<file path="src/rtl/core/ets_pkg.sv">
package ets_pkg;

  localparam int POSITION_BITS = 16;
  localparam int DEPTH_BITS    = 8;

  typedef logic [POSITION_BITS-1:0] pos_t;
  typedef logic [DEPTH_BITS-1:0]    depth_t;

  // token kinds
  localparam logic [4:0] KIND_DEC     = 5'd0;
  localparam logic [4:0] KIND_HEX     = 5'd1;
  localparam logic [4:0] KIND_BIN     = 5'd2;
  localparam logic [4:0] KIND_STRING  = 5'd3;
  localparam logic [4:0] KIND_SYMBOL  = 5'd4;
  localparam logic [4:0] KIND_BOOLEAN = 5'd5;
  localparam logic [4:0] KIND_PLUS    = 5'd6;
  localparam logic [4:0] KIND_MINUS   = 5'd7;
  localparam logic [4:0] KIND_STAR    = 5'd8;
  localparam logic [4:0] KIND_SLASH   = 5'd9;
  localparam logic [4:0] KIND_PERCENT = 5'd10;
  localparam logic [4:0] KIND_OR      = 5'd11;
  localparam logic [4:0] KIND_AND     = 5'd12;
  localparam logic [4:0] KIND_XOR     = 5'd13;
  localparam logic [4:0] KIND_TILDE   = 5'd14;
  localparam logic [4:0] KIND_LT      = 5'd15;
  localparam logic [4:0] KIND_GT      = 5'd16;
  localparam logic [4:0] KIND_BANG    = 5'd17;
  localparam logic [4:0] KIND_EQ      = 5'd18;
  localparam logic [4:0] KIND_POW     = 5'd19;
  localparam logic [4:0] KIND_LOR     = 5'd20;
  localparam logic [4:0] KIND_LAND    = 5'd21;
  localparam logic [4:0] KIND_LE      = 5'd22;
  localparam logic [4:0] KIND_GE      = 5'd23;
  localparam logic [4:0] KIND_NE      = 5'd24;
  localparam logic [4:0] KIND_LBRACK  = 5'd25;
  localparam logic [4:0] KIND_RBRACK  = 5'd26;
  localparam logic [4:0] KIND_COMMA   = 5'd27;

  // result status codes
  localparam logic [2:0] STATUS_TOKEN        = 3'd0;
  localparam logic [2:0] STATUS_END          = 3'd1;
  localparam logic [2:0] STATUS_UNEXPECTED   = 3'd2;
  localparam logic [2:0] STATUS_BAD_NUMBER   = 3'd3;
  localparam logic [2:0] STATUS_BAD_PREFIX   = 3'd4;
  localparam logic [2:0] STATUS_BAD_OPERATOR = 3'd5;

  typedef struct packed {
    logic [7:0] text_byte;
    logic       end_of_text;
  } ets_in_t;

  typedef struct packed {
    logic [4:0]  token_kind;
    logic [15:0] span_start;
    logic [15:0] span_end;
    logic [2:0]  status;
    logic        brackets_unbalanced;
    logic        string_unterminated;
    logic        last_result;
  } ets_out_t;

endpackage

</file>
<file path="src/rtl/core/ets_scan.sv">
module ets_scan (
  input  logic             clk,
  input  logic             rst_n,
  input  logic             fire,
  input  ets_pkg::ets_in_t item,
  output ets_pkg::ets_out_t res0,
  output ets_pkg::ets_out_t res1,
  output logic [1:0]       res_cnt
);
  import ets_pkg::*;

  localparam logic [2:0] M_IDLE   = 3'd0;
  localparam logic [2:0] M_DEC    = 3'd1;
  localparam logic [2:0] M_HEX    = 3'd2;
  localparam logic [2:0] M_BIN    = 3'd3;
  localparam logic [2:0] M_ZERO   = 3'd4;
  localparam logic [2:0] M_STRING = 3'd5;
  localparam logic [2:0] M_OPER   = 3'd6;
  localparam logic [2:0] M_SYMBOL = 3'd7;

  localparam logic [3:0] KW_START = 4'd0;
  localparam logic [3:0] KW_TRUE  = 4'd4;
  localparam logic [3:0] KW_FALSE = 4'd9;
  localparam logic [3:0] KW_NONE  = 4'd15;

  localparam logic [4:0] OP_NONE = 5'd0;

  logic [2:0] mode_r, mode_nxt;
  logic [4:0] pkind_r, pkind_nxt;
  pos_t       pstart_r, pstart_nxt;
  pos_t       pos_r, pos_nxt;
  depth_t     depth_r, depth_nxt;
  logic [3:0] kw_r, kw_nxt;
  logic       halted_r, halted_nxt;

  logic [7:0] c;
  logic [4:0] opk;
  logic [4:0] pair_k;
  pos_t       pos_inc;
  logic       in_class;
  logic       rescan;
  logic       open_str;
  logic       e0, e1;
  ets_out_t   ra, rb;

  function automatic logic is_digit(input logic [7:0] ch);
    return ch inside {["0":"9"]};
  endfunction

  function automatic logic is_sym(input logic [7:0] ch);
    return ch inside {["a":"z"], ["A":"Z"], ["0":"9"], "_"};
  endfunction

  function automatic logic is_hex(input logic [7:0] ch);
    return ch inside {["0":"9"], ["a":"f"], ["A":"F"]};
  endfunction

  function automatic logic is_space(input logic [7:0] ch);
    return ch inside {" ", 8'h09, 8'h0D, 8'h0A};
  endfunction

  function automatic logic is_quote(input logic [7:0] ch);
    return ch inside {8'h27, 8'h22};
  endfunction

  function automatic logic [4:0] op_kind(input logic [7:0] ch);
    logic [4:0] k;
    case (ch)
      "+":     k = KIND_PLUS;
      "-":     k = KIND_MINUS;
      "*":     k = KIND_STAR;
      "/":     k = KIND_SLASH;
      "%":     k = KIND_PERCENT;
      "|":     k = KIND_OR;
      "&":     k = KIND_AND;
      "^":     k = KIND_XOR;
      "~":     k = KIND_TILDE;
      "<":     k = KIND_LT;
      ">":     k = KIND_GT;
      "!":     k = KIND_BANG;
      "=":     k = KIND_EQ;
      default: k = OP_NONE;
    endcase
    return k;
  endfunction

  function automatic logic [4:0] op_pair(input logic [4:0] k, input logic [7:0] ch);
    logic [4:0] p;
    case (k)
      KIND_STAR: p = (ch == "*") ? KIND_POW  : OP_NONE;
      KIND_OR:   p = (ch == "|") ? KIND_LOR  : OP_NONE;
      KIND_AND:  p = (ch == "&") ? KIND_LAND : OP_NONE;
      KIND_LT:   p = (ch == "=") ? KIND_LE   : OP_NONE;
      KIND_GT:   p = (ch == "=") ? KIND_GE   : OP_NONE;
      KIND_BANG: p = (ch == "=") ? KIND_NE   : OP_NONE;
      default:   p = OP_NONE;
    endcase
    return p;
  endfunction

  // keyword tracker: 1..4 walks "true", 5..9 walks "false"
  function automatic logic [3:0] kw_advance(input logic [3:0] p, input logic [7:0] ch);
    logic [3:0] n;
    case (p)
      4'd0:    n = (ch == "t") ? 4'd1 : ((ch == "f") ? 4'd5 : KW_NONE);
      4'd1:    n = (ch == "r") ? 4'd2 : KW_NONE;
      4'd2:    n = (ch == "u") ? 4'd3 : KW_NONE;
      4'd3:    n = (ch == "e") ? 4'd4 : KW_NONE;
      4'd5:    n = (ch == "a") ? 4'd6 : KW_NONE;
      4'd6:    n = (ch == "l") ? 4'd7 : KW_NONE;
      4'd7:    n = (ch == "s") ? 4'd8 : KW_NONE;
      4'd8:    n = (ch == "e") ? 4'd9 : KW_NONE;
      default: n = KW_NONE;
    endcase
    return n;
  endfunction

  function automatic ets_out_t mk_res(input logic [4:0] kind, input pos_t s, input pos_t e,
                                      input logic [2:0] st, input logic ub, input logic us);
    ets_out_t r;
    r.token_kind          = kind;
    r.span_start          = 16'(s);
    r.span_end            = 16'(e);
    r.status              = st;
    r.brackets_unbalanced = ub;
    r.string_unterminated = us;
    r.last_result         = 1'b0;
    return r;
  endfunction

  assign c       = item.text_byte;
  assign opk     = op_kind(c);
  assign pair_k  = op_pair(pkind_r, c);
  assign pos_inc = pos_r + POSITION_BITS'(1);

  always_comb begin
    case (mode_r)
      M_DEC:   in_class = is_digit(c);
      M_HEX:   in_class = is_hex(c);
      default: in_class = (c == "0") || (c == "1");
    endcase
  end

  always_comb begin
    mode_nxt   = mode_r;
    pkind_nxt  = pkind_r;
    pstart_nxt = pstart_r;
    pos_nxt    = pos_inc;
    depth_nxt  = depth_r;
    kw_nxt     = kw_r;
    halted_nxt = halted_r;
    ra         = '0;
    rb         = '0;
    e0         = 1'b0;
    e1         = 1'b0;
    rescan     = 1'b0;
    open_str   = 1'b0;

    if (item.end_of_text) begin
      // close whatever is pending, then the end marker; everything returns to reset
      if (!halted_r) begin
        case (mode_r)
          M_DEC, M_HEX, M_BIN, M_OPER: begin
            e0 = 1'b1;
            ra = mk_res(pkind_r, pstart_r, pos_r, STATUS_TOKEN, 1'b0, 1'b0);
          end
          M_SYMBOL: begin
            e0 = 1'b1;
            ra = mk_res((kw_r == KW_TRUE || kw_r == KW_FALSE) ? KIND_BOOLEAN : KIND_SYMBOL,
                        pstart_r, pos_r, STATUS_TOKEN, 1'b0, 1'b0);
          end
          M_ZERO: begin
            e0 = 1'b1;
            ra = mk_res(KIND_DEC, pstart_r, pos_r, STATUS_BAD_PREFIX, 1'b0, 1'b0);
          end
          M_STRING: open_str = 1'b1;
          default: ;
        endcase
      end
      e1 = 1'b1;
      rb = mk_res(KIND_DEC, pos_r, pos_r, STATUS_END, depth_r != '0, open_str);
      mode_nxt   = M_IDLE;
      pkind_nxt  = KIND_DEC;
      pstart_nxt = '0;
      pos_nxt    = '0;
      depth_nxt  = '0;
      kw_nxt     = KW_START;
      halted_nxt = 1'b0;
    end else if (!halted_r) begin
      case (mode_r)
        M_DEC, M_HEX, M_BIN: begin
          if (in_class) begin
            e0 = 1'b0;
          end else if (is_sym(c)) begin
            e0         = 1'b1;
            ra         = mk_res(KIND_DEC, pstart_r, pos_inc, STATUS_BAD_NUMBER, 1'b0, 1'b0);
            halted_nxt = 1'b1;
            mode_nxt   = M_IDLE;
          end else begin
            e0       = 1'b1;
            ra       = mk_res(pkind_r, pstart_r, pos_r, STATUS_TOKEN, 1'b0, 1'b0);
            mode_nxt = M_IDLE;
            rescan   = 1'b1;
          end
        end
        M_ZERO: begin
          if (c == "x" || c == "X") begin
            mode_nxt  = M_HEX;
            pkind_nxt = KIND_HEX;
          end else if (c == "b" || c == "B") begin
            mode_nxt  = M_BIN;
            pkind_nxt = KIND_BIN;
          end else begin
            e0         = 1'b1;
            ra         = mk_res(KIND_DEC, pstart_r, pos_inc, STATUS_BAD_PREFIX, 1'b0, 1'b0);
            halted_nxt = 1'b1;
            mode_nxt   = M_IDLE;
          end
        end
        M_STRING: begin
          if (is_quote(c)) begin
            e0       = 1'b1;
            ra       = mk_res(KIND_STRING, pstart_r, pos_r, STATUS_TOKEN, 1'b0, 1'b0);
            mode_nxt = M_IDLE;
          end
        end
        M_OPER: begin
          if (opk != OP_NONE) begin
            e0       = 1'b1;
            mode_nxt = M_IDLE;
            if (pair_k != OP_NONE) begin
              ra = mk_res(pair_k, pstart_r, pos_inc, STATUS_TOKEN, 1'b0, 1'b0);
            end else begin
              ra         = mk_res(KIND_DEC, pstart_r, pos_inc, STATUS_BAD_OPERATOR,
                                  1'b0, 1'b0);
              halted_nxt = 1'b1;
            end
          end else begin
            // lone operator completes, this byte starts the next token
            e0       = 1'b1;
            ra       = mk_res(pkind_r, pstart_r, pos_r, STATUS_TOKEN, 1'b0, 1'b0);
            mode_nxt = M_IDLE;
            rescan   = 1'b1;
          end
        end
        M_SYMBOL: begin
          if (is_sym(c)) begin
            kw_nxt = kw_advance(kw_r, c);
          end else begin
            e0       = 1'b1;
            ra       = mk_res((kw_r == KW_TRUE || kw_r == KW_FALSE) ? KIND_BOOLEAN
                              : KIND_SYMBOL, pstart_r, pos_r, STATUS_TOKEN, 1'b0, 1'b0);
            mode_nxt = M_IDLE;
            rescan   = 1'b1;
          end
        end
        default: begin
          mode_nxt = M_IDLE;
          rescan   = 1'b1;
        end
      endcase

      if (rescan && !is_space(c)) begin
        pstart_nxt = pos_r;
        if (is_digit(c)) begin
          mode_nxt  = (c == "0") ? M_ZERO : M_DEC;
          pkind_nxt = KIND_DEC;
        end else if (opk != OP_NONE) begin
          if (opk inside {KIND_STAR, KIND_OR, KIND_AND, KIND_LT, KIND_GT, KIND_BANG}) begin
            mode_nxt  = M_OPER;
            pkind_nxt = opk;
          end else begin
            e1 = 1'b1;
            rb = mk_res(opk, pos_r, pos_inc, STATUS_TOKEN, 1'b0, 1'b0);
          end
        end else if (is_quote(c)) begin
          mode_nxt   = M_STRING;
          pkind_nxt  = KIND_STRING;
          pstart_nxt = pos_inc;
        end else if (is_sym(c)) begin
          mode_nxt  = M_SYMBOL;
          pkind_nxt = KIND_SYMBOL;
          kw_nxt    = kw_advance(KW_START, c);
        end else if (c inside {"(", "[", "{"}) begin
          depth_nxt = depth_r + DEPTH_BITS'(1);
          e1        = 1'b1;
          rb        = mk_res(KIND_LBRACK, pos_r, pos_inc, STATUS_TOKEN, 1'b0, 1'b0);
        end else if (c inside {")", "]", "}"}) begin
          depth_nxt = depth_r - DEPTH_BITS'(1);
          e1        = 1'b1;
          rb        = mk_res(KIND_RBRACK, pos_r, pos_inc, STATUS_TOKEN, 1'b0, 1'b0);
        end else if (c == ",") begin
          e1 = 1'b1;
          rb = mk_res(KIND_COMMA, pos_r, pos_inc, STATUS_TOKEN, 1'b0, 1'b0);
        end else begin
          e1         = 1'b1;
          rb         = mk_res(KIND_DEC, pos_r, pos_inc, STATUS_UNEXPECTED, 1'b0, 1'b0);
          halted_nxt = 1'b1;
          mode_nxt   = M_IDLE;
        end
      end
    end
  end

  // pack the results in order, the last one flagged
  always_comb begin
    res_cnt = {1'b0, e0} + {1'b0, e1};
    res0    = e0 ? ra : rb;
    res0.last_result = !(e0 && e1);
    res1    = rb;
    res1.last_result = 1'b1;
  end

  always_ff @(posedge clk) begin
    if (!rst_n) begin
      mode_r   <= M_IDLE;
      pkind_r  <= KIND_DEC;
      pstart_r <= '0;
      pos_r    <= '0;
      depth_r  <= '0;
      kw_r     <= KW_START;
      halted_r <= 1'b0;
    end else if (fire) begin
      mode_r   <= mode_nxt;
      pkind_r  <= pkind_nxt;
      pstart_r <= pstart_nxt;
      pos_r    <= pos_nxt;
      depth_r  <= depth_nxt;
      kw_r     <= kw_nxt;
      halted_r <= halted_nxt;
    end
  end

`ifndef SYNTHESIS
  a_eot_clears_pos: assert property (@(posedge clk) disable iff (!rst_n)
    fire && item.end_of_text |=> pos_r == '0)
    else $error("position not cleared after end of text");

  a_halted_idle: assert property (@(posedge clk) disable iff (!rst_n)
    halted_r |-> mode_r == M_IDLE)
    else $error("scanner halted with a token pending");

  a_eot_gives_result: assert property (@(posedge clk) disable iff (!rst_n)
    fire && item.end_of_text |-> res_cnt != 2'd0 && res1.status == STATUS_END)
    else $error("end of text without end result");
`endif

endmodule

</file>
<file path="src/rtl/core/ets_res_fifo.sv">
module ets_res_fifo (
  input  logic              clk,
  input  logic              rst_n,
  input  logic [1:0]        push_cnt,
  input  ets_pkg::ets_out_t push0,
  input  ets_pkg::ets_out_t push1,
  output logic              room2,
  output logic              out_valid,
  input  logic              out_stall,
  output ets_pkg::ets_out_t out_data
);
  import ets_pkg::*;

  localparam int DEPTH = 4;

  ets_out_t   entry_r [DEPTH];
  logic [1:0] wr_ptr_r, wr_ptr_nxt;
  logic [1:0] rd_ptr_r, rd_ptr_nxt;
  logic [2:0] count_r, count_nxt;
  logic       pop;

  assign out_valid = count_r != 3'd0;
  assign out_data  = entry_r[rd_ptr_r];
  assign pop       = out_valid && !out_stall;
  // space for the worst case of two results from one request
  assign room2     = count_r <= 3'(DEPTH - 2);

  assign wr_ptr_nxt = wr_ptr_r + push_cnt;
  assign rd_ptr_nxt = rd_ptr_r + 2'(pop);
  assign count_nxt  = count_r + 3'(push_cnt) - 3'(pop);

  always_ff @(posedge clk) begin
    if (push_cnt != 2'd0) begin
      entry_r[wr_ptr_r] <= push0;
    end
    if (push_cnt == 2'd2) begin
      entry_r[wr_ptr_r + 2'd1] <= push1;
    end
  end

  always_ff @(posedge clk) begin
    if (!rst_n) begin
      wr_ptr_r <= '0;
      rd_ptr_r <= '0;
      count_r  <= '0;
    end else begin
      wr_ptr_r <= wr_ptr_nxt;
      rd_ptr_r <= rd_ptr_nxt;
      count_r  <= count_nxt;
    end
  end

`ifndef SYNTHESIS
  a_no_overflow: assert property (@(posedge clk) disable iff (!rst_n)
    push_cnt != 2'd0 |-> count_r <= 3'(DEPTH - 2))
    else $error("result queue pushed without room");

  a_count_bound: assert property (@(posedge clk) disable iff (!rst_n)
    count_r <= 3'(DEPTH) && push_cnt != 2'd3)
    else $error("result queue count out of range");

  a_stall_holds: assert property (@(posedge clk) disable iff (!rst_n)
    out_valid && out_stall |=> out_valid && $stable(out_data))
    else $error("stalled result changed");
`endif

endmodule

</file>
<file path="src/rtl/core/expression_token_scanner.sv">
// Streaming expression lexer, one text byte per request.
// Input channel (in_valid / in_stall / in_data): a text byte plus an
// end_of_text flag. Output channel (out_valid / out_stall / out_data):
// tokens with kind and span, error results, and one end result per text.
// A request yields zero, one or two results; the last one carries
// last_result. Whitespace yields no result of its own.
// A request is first captured in the input register, then scanned once
// the queue has room for two results; its results are written into the
// queue together, and the first is presented before the second. Throughput
// is one request per cycle while the queue has room; the output port drains
// one result per cycle when not stalled, so long runs of requests that each
// produce two results fill the queue and stall the input.
// A four-entry result queue decouples the sides: the input stalls only
// while the queue lacks room for two results. When the receiver stalls,
// out_data holds and results back up into the queue, then into the input
// register.
// Reset clears the scan state (position, bracket depth, error halt) and
// empties the queue. After an error, bytes are ignored until end_of_text.
module expression_token_scanner (
  input  logic              clk,
  input  logic              rst_n,
  input  logic              in_valid,
  output logic              in_stall,
  input  ets_pkg::ets_in_t  in_data,
  output logic              out_valid,
  input  logic              out_stall,
  output ets_pkg::ets_out_t out_data
);
  import ets_pkg::*;

  logic       hold_v_r, hold_v_nxt;
  ets_in_t    hold_r;
  logic       fire;
  logic       room2;
  logic       take;
  ets_out_t   res0, res1;
  logic [1:0] res_cnt;
  logic [1:0] push_cnt;

  assign fire       = hold_v_r && room2;
  assign in_stall   = hold_v_r && !room2;
  assign take       = in_valid && !in_stall;
  assign hold_v_nxt = take || (hold_v_r && !fire);
  assign push_cnt   = fire ? res_cnt : 2'd0;

  always_ff @(posedge clk) begin
    if (!rst_n) begin
      hold_v_r <= 1'b0;
    end else begin
      hold_v_r <= hold_v_nxt;
    end
  end

  always_ff @(posedge clk) begin
    if (take) begin
      hold_r <= in_data;
    end
  end

  ets_scan u_scan (
    .clk     (clk),
    .rst_n   (rst_n),
    .fire    (fire),
    .item    (hold_r),
    .res0    (res0),
    .res1    (res1),
    .res_cnt (res_cnt)
  );

  ets_res_fifo u_fifo (
    .clk       (clk),
    .rst_n     (rst_n),
    .push_cnt  (push_cnt),
    .push0     (res0),
    .push1     (res1),
    .room2     (room2),
    .out_valid (out_valid),
    .out_stall (out_stall),
    .out_data  (out_data)
  );

endmodule

</file>
<file path="config.mk">
export PLATFORM = sky130hd
export DESIGN_NAME = expression_token_scanner
export DESIGN_NICKNAME = d
export VERILOG_FILES = /design/src/rtl/core/ets_pkg.sv /design/src/rtl/core/ets_scan.sv /design/src/rtl/core/ets_res_fifo.sv /design/src/rtl/core/expression_token_scanner.sv
export SDC_FILE = /design/constraint.sdc
export NUM_CORES = 1
export LEC_CHECK = 0
export ABC_AREA = 1
export BUFFER_PORTS_ARGS = -buffer_cell sky130_fd_sc_hd__buf_2
export CAP_MARGIN = 20
export CORE_MARGIN = 1
export CORE_UTILIZATION = 25
export DETAILED_ROUTE_END_ITERATION = 6
export GPL_TIMING_DRIVEN = 1
export SLEW_MARGIN = 20
export SYNTH_ARGS = -nofsm -noshare
export SYNTH_HDL_FRONTEND = slang
export SYNTH_SLANG_ARGS = --single-unit
</file>
<file path="constraint.sdc">
create_clock -name clk -period 5.6 [get_ports clk]
set_clock_uncertainty 0.05 [all_clocks]
set_input_delay 0.28 -clock clk [delete_from_list [all_inputs] [get_ports clk]]
set_output_delay 0.28 -clock clk [all_outputs]
set_load 0.02 [all_outputs]
</file>
# Word-level counts from Yosys, hierarchy flattened
# Memories as Yosys holds them, arrays and structs flattened. A register that Yosys moved wholly into a read port is not among the register bits.
# Index checks and enable logic that the tools add are counted.
# totals
regBits	70
latchBits	0
ramBits	172
mem_bits_ro	0
input_bits	13
out_inout_bits	45
word_cells	296
mem_count	1
# classes
n_addsub	9
n_mul	0
div_mod_pow	0
magnitude_cmp	9
eq_ne	75
shift	0
mux	144
bitwise_logic	0
reduce_logical	45
# mem_list
memory	depth	width	rd	rd_ports_with_merged_regs	wr	line_no	text
u_fifo.entry_r	4	43	1	1	2	ets_res_fifo.sv:16	ets_out_t entry_r [DEPTH];
# op_table
operator	count
2-to-1 mux 43 bit	21
case mux 43 bit (5 select lines)	1
equality test 8 x 7 -> 1 bit (second input constant)	20
equality test 8 x 6 -> 1 bit (second input constant)	18
case mux 43 bit (3 select lines)	1
2-to-1 mux 16 bit	7
2-to-1 mux 5 bit	17
2-to-1 mux 8 bit	9
case mux 5 bit (13 select lines)	1
2-to-1 mux 4 bit	16
2-to-1 mux 3 bit	18
2-to-1 mux 1 bit	41
equality test 5 x 4 -> 1 bit (second input constant)	8
2-to-1 mux 40 bit	1
2-to-1 mux 38 bit	1
less-or-equal comparator 8 x 7 -> 1 bit (second input constant)	4
case mux 4 bit (8 select lines)	1
case mux 5 bit (6 select lines)	1
equality test 8 x 4 -> 1 bit (second input constant)	3
equality test 5 bit (second input constant)	4
adder 16 x 1 -> 16 bit (second input constant)	1
equality test 4 x 3 -> 1 bit (second input constant)	4
greater-or-equal comparator 8 x 7 -> 1 bit (second input constant)	2
nonzero test 3 bit	5
41 further kinds	77

# Logic depth before layout (Yosys ltp)
# logic_depth
ltp_word	17
ltp_mapped	26
depth_no_buf	24

# Cells and area by module
# From an unflattened synthesis, not the netlist that was laid out.
# hier_totals
cells_unflattened	2256
area_unflattened_um2	16249.3
# by_module_without_submodules
module	instances	cells_per_inst	area_each_um2	seq_area_each_um2
ets_res_fifo	1	905	8723.4	5305.1
ets_scan	1	1328	7180.6	1061.0
expression_token_scanner	1	23	345.3	290.3

# Least setup slack after synthesis
# No wires, ideal clock.
# synth_path
path_kind	register to register
from	reg hold_r[4] in the netlist's numbering
to	mem u_fifo.entry_r[3][1] in the netlist's numbering, data pin
setup_ps	146
t_arrival_ps	4032
required_ps	5404
setup_slack_ps	1372
stages_incl_launch_ff	24
n_path_buf	1
period_less_slack_ps	4228
path_cell_list	edfxtp_1 -> inv_2 -> nand2_2 -> nor2_2 -> o21ai_2 -> nand2_1 -> nand4_2 -> nand2_1 -> nor2_1 -> nand3_2 -> nand2_2 -> inv_2 -> buf_2 -> ha_1 -> inv_1 -> nor2_1 -> inv_1 -> nor2_1 -> inv_1 -> nor3_2 -> inv_1 -> nand2_1 -> o21ai_1 -> nor2_1
# synth_rtl
element	line_no	text
from (decl)	expression_token_scanner.sv:32	ets_in_t hold_r;
from (signal assigned)	expression_token_scanner.sv:56	hold_r <= in_data;
to (decl)	ets_res_fifo.sv:16	

==> flow_metrics.py <==
metrics = {
    "floorplanning": {
        "row_count": 94,
        "core-area_sq_um": 66200,
        "die_height_um": 262,
        "initial_core_util_pct": 25.5,
        "die_w_um": 262,
        "ioPinCount": 58,
        "die_area_sq_um": 68500,
    },
    "routing": {
        "routedWlPerCell_um": 17.8,
        "drt_drc_violations_left": 0,
        "wl_mm": 59.1,
        "num_vias": 16800,
        "drt_pass1_iterations": 5,
        "ant_nets": 0,
        "drtIter0Drc": 1763,
        "via_per_inst": 5.07,
    },
    "worst_setup_path": {
        "path_buf_inv": 4,
        "crit_path_end_kind": "flip-flop",
        "path_class": "flip-flop to flip-flop",
        "critical-path-top-delay-family": "simple AND/OR/NAND/NOR gates",
        "crit_chain": "inv_2 > nand2_2 > nor2_2 > o21ai_2 > nand2_1 > nand3_2 > nor2_4 > nand2_2 > nor2_2 > nand3_1 > nand2_2 > ha_1 > inv_1 > nor2_1 > inv_1 > nor2_1 > nand2_1 > inv_2 > o21ai_1 > nor2_1",
        "worstPathArrival_ns": 5.37,
        "crit_fanout": 37,
        "critPathSlowestCell": "inv_2",
        "cp-start-kind": "flip-flop",
        "crit_required_ns": 5.99,
        "cpPeakStageDelay_ns": 0.67,
    },
    "yosys": {
        "ys_warn_count": 0,
        "syn_nets": 2468,
        "syn_inst": 2439,
        "synth-seq-cells": 242,
        "syn_avg_cell_area_sq_um": 6.91,
        "synth.yosys.seq_area_share_pct": 39.0,
        "synth_area_sq_um": 16900,
        "ys_types": 51,
    },
    "cts": {
        "cts_tree": "yes",
        "cts_buffers": 29,
        "cts-root-buf": "clkbuf_16",
        "ctsHoldBuffers": 10,
        "cts.repair.resized": 0,
        "post-cts-setup-buffers": 0,
        "cts.htree.levels": 1,
        "clock_sinks": 242,
        "clock_latency_ns": 0.59,
        "cts.path.max_buffers": 3,
        "clkTransAtPathRegs_ns": 0.06,
    },
    "timing": {
        "max_freq_mhz": 201,
        "rsz0062_at_grt": "false",
        "min_period_ns": 4.98,
        "fin_crit_sh_pct": 89.0,
        "final_max_slew_viol_count": 0,
        "setup_violations": 0,
        "slew_headroom_pct": 35.6,
        "final_hold_viol_count": 0,
        "tightest_slew_ns": 0.966,
        "fin_setup_tns_ns": 0,
        "holdWs_ns": 0.145,
    },
    "global_routing": {
        "grt_overflow": 0,
        "top_usage_layer": "met2",
        "grt_pass1_vias": 15600,
        "grt_use_met3_pct": 3.21,
        "grt_usage_pct": 17.0,
        "grt_first_pass_wirelength_mm": 91.8,
        "antenna_found_initial": 1,
        "use_met2_pct": 27.3,
        "use_met1_pct": 23.5,
        "grt_max_degree": 89,
    },
    "finish": {
        "fin_nets": 2460,
        "antenna_cells": 0,
        "layout-drive-gt1-share_pct": 10.4,
        "final_cell_mix": "783 x nand2_1, 293 x nand3_1, 280 x nor2_1",
        "fill_cells": 7166,
        "final_common_cell": "nand2_1",
        "area_growth_pct": 13.1,
    },
    "placement": {
        "io_buffers": 57,
        "place_congestion": 0.959,
        "hpwl_mm": 40.4,
    },
    "power": {
        "leakage_nw": 8.10,
        "power_density_nw_per_um2": 352,
        "ir_worst_vdd_uv": 249,
    },
    "run_status": {
        "status": "completed",
    },
    "min_path": {
        "holdCritPathClass": "primary input to flip-flop",
    },
    "job": {
        "cap_viol_max_count": 0,
    },
}
metrics by stage:
step	area [sq um]	std cells	total power, mW	util, %	setup slack, ns
CTS	19100	3318	6.74	28.8	0.718
global route	19100	3318	7.06	28.8	0.249
detailed placement	17900	3254	4.67	27.1	0.739
floorplan	16900	2439	3.90	-	1.37
global placement	17900	3254	4.65	27.1	0.930
finish	19100	3318	6.71	28.8	0.618
power breakdown:
part           total, mW  switching [mW]  internal (mW)
clock               2.07           0.799           1.27
sequential          2.21           0.113           2.10
combinational       2.43            1.77          0.655
per-layer routing:
layer	wire, um	share of wire [%]
met3	4860	8.2
met4	1360	2.3
met1	26200	44
met2	26700	45
met5	9	0.015
flip-flops by register name (all words and copies together), names as in the netlist:
| register | cells |
|---|---|
| u_scan.halted_r | 1 |
| u_fifo.wr_ptr_r | 2 |
| u_scan.pkind_r | 5 |
| u_fifo.entry_r | 172 |
| u_scan.depth_r | 8 |
| u_scan.mode_r | 3 |
| u_fifo.rd_ptr_r | 2 |
| hold_r | 9 |
| u_fifo.count_r | 3 |
| u_scan.kw_r | 4 |
| u_scan.pos_r | 16 |
| hold_v_r | 1 |
| u_scan.pstart_r | 16 |
worst paths after layout:
check / start / end / slack (ns) / cells past startpoint
setup / recovery: hold_r[4] / u_fifo.entry_r[1][1] / 0.62 / 20
hold / removal: out_stall / u_fifo.rd_ptr_r[0] / 0.15 / 5
setup reg to reg: hold_r[4] / u_fifo.entry_r[1][1] / 0.62 / 20
hold reg to reg: u_scan.pstart_r[11] / u_scan.pstart_r[11] / 0.41 / 2
layout make-up:
class	count	area [sq um]	share of cell area, %
Clock buffer	30	729	3.82
Clock inverter	24	305	1.60
Inverter	141	529	2.77
Multi-Input combinational cell	1913	9130	47.8
Sequential cell	242	6580	34.5
Tap cell	864	1080	5.67
Timing Repair Buffer	104	726	3.80
cells in the mapped netlist (all sizes together):
master / number / area share, %
nand2: 811 / 18
nand3: 325 / 11
nor2: 303 / 7.3
o21ai: 186 / 5.5
edfxtp: 173 / 31
inv: 138 / 3.1
a21oi: 101 / 3.0
clkbuf: 80 / 1.8
dfxtp: 69 / 8.2
buf: 63 / 2.2
o22ai: 44 / 1.6
nand4: 42 / 1.6
nor3: 28 / 0.89
ha: 14 / 1.0
o32ai: 10 / 0.52
or2: 9 / 0.33
xor2: 8 / 0.42
o211ai: 6 / 0.27
and2: 4 / 0.15
o21a: 4 / 0.18
a22oi: 3 / 0.16
clkinv: 3 / 0.067
nand3b: 3 / 0.13
a211oi: 2 / 0.089
a31oi: 2 / 0.074
fa: 2 / 0.24
xnor2: 2 / 0.10
a21boi: 1 / 0.067
a41o: 1 / 0.059
nor4: 1 / 0.037
o31ai: 1 / 0.045
cells by family (layout without fill, tap and decap cells):
| group | count (synthesis) | after routing | share of synthesized area [%] |
|---|---|---|---|
| AOI/OAI and AO/OA | 361 | 361 | 11.7 |
| xor gates and xnor gates | 10 | 10 | 0.519 |
| adders and majority gates | 16 | 16 | 1.28 |
| buffers and inverters | 284 | 299 | 7.09 |
| DFF | 242 | 242 | 39.0 |
| and+or+nand+nor | 1526 | 1526 | 40.4 |
worst min-delay path, delay by kind of cell:
kind,cells,cell delay (ns)
fa+ha+maj,1,0.27
buf+inv,2,0.12
compound gates,1,0.05
simple gates,1,0.04
Power figures use the tool's default switching activity.
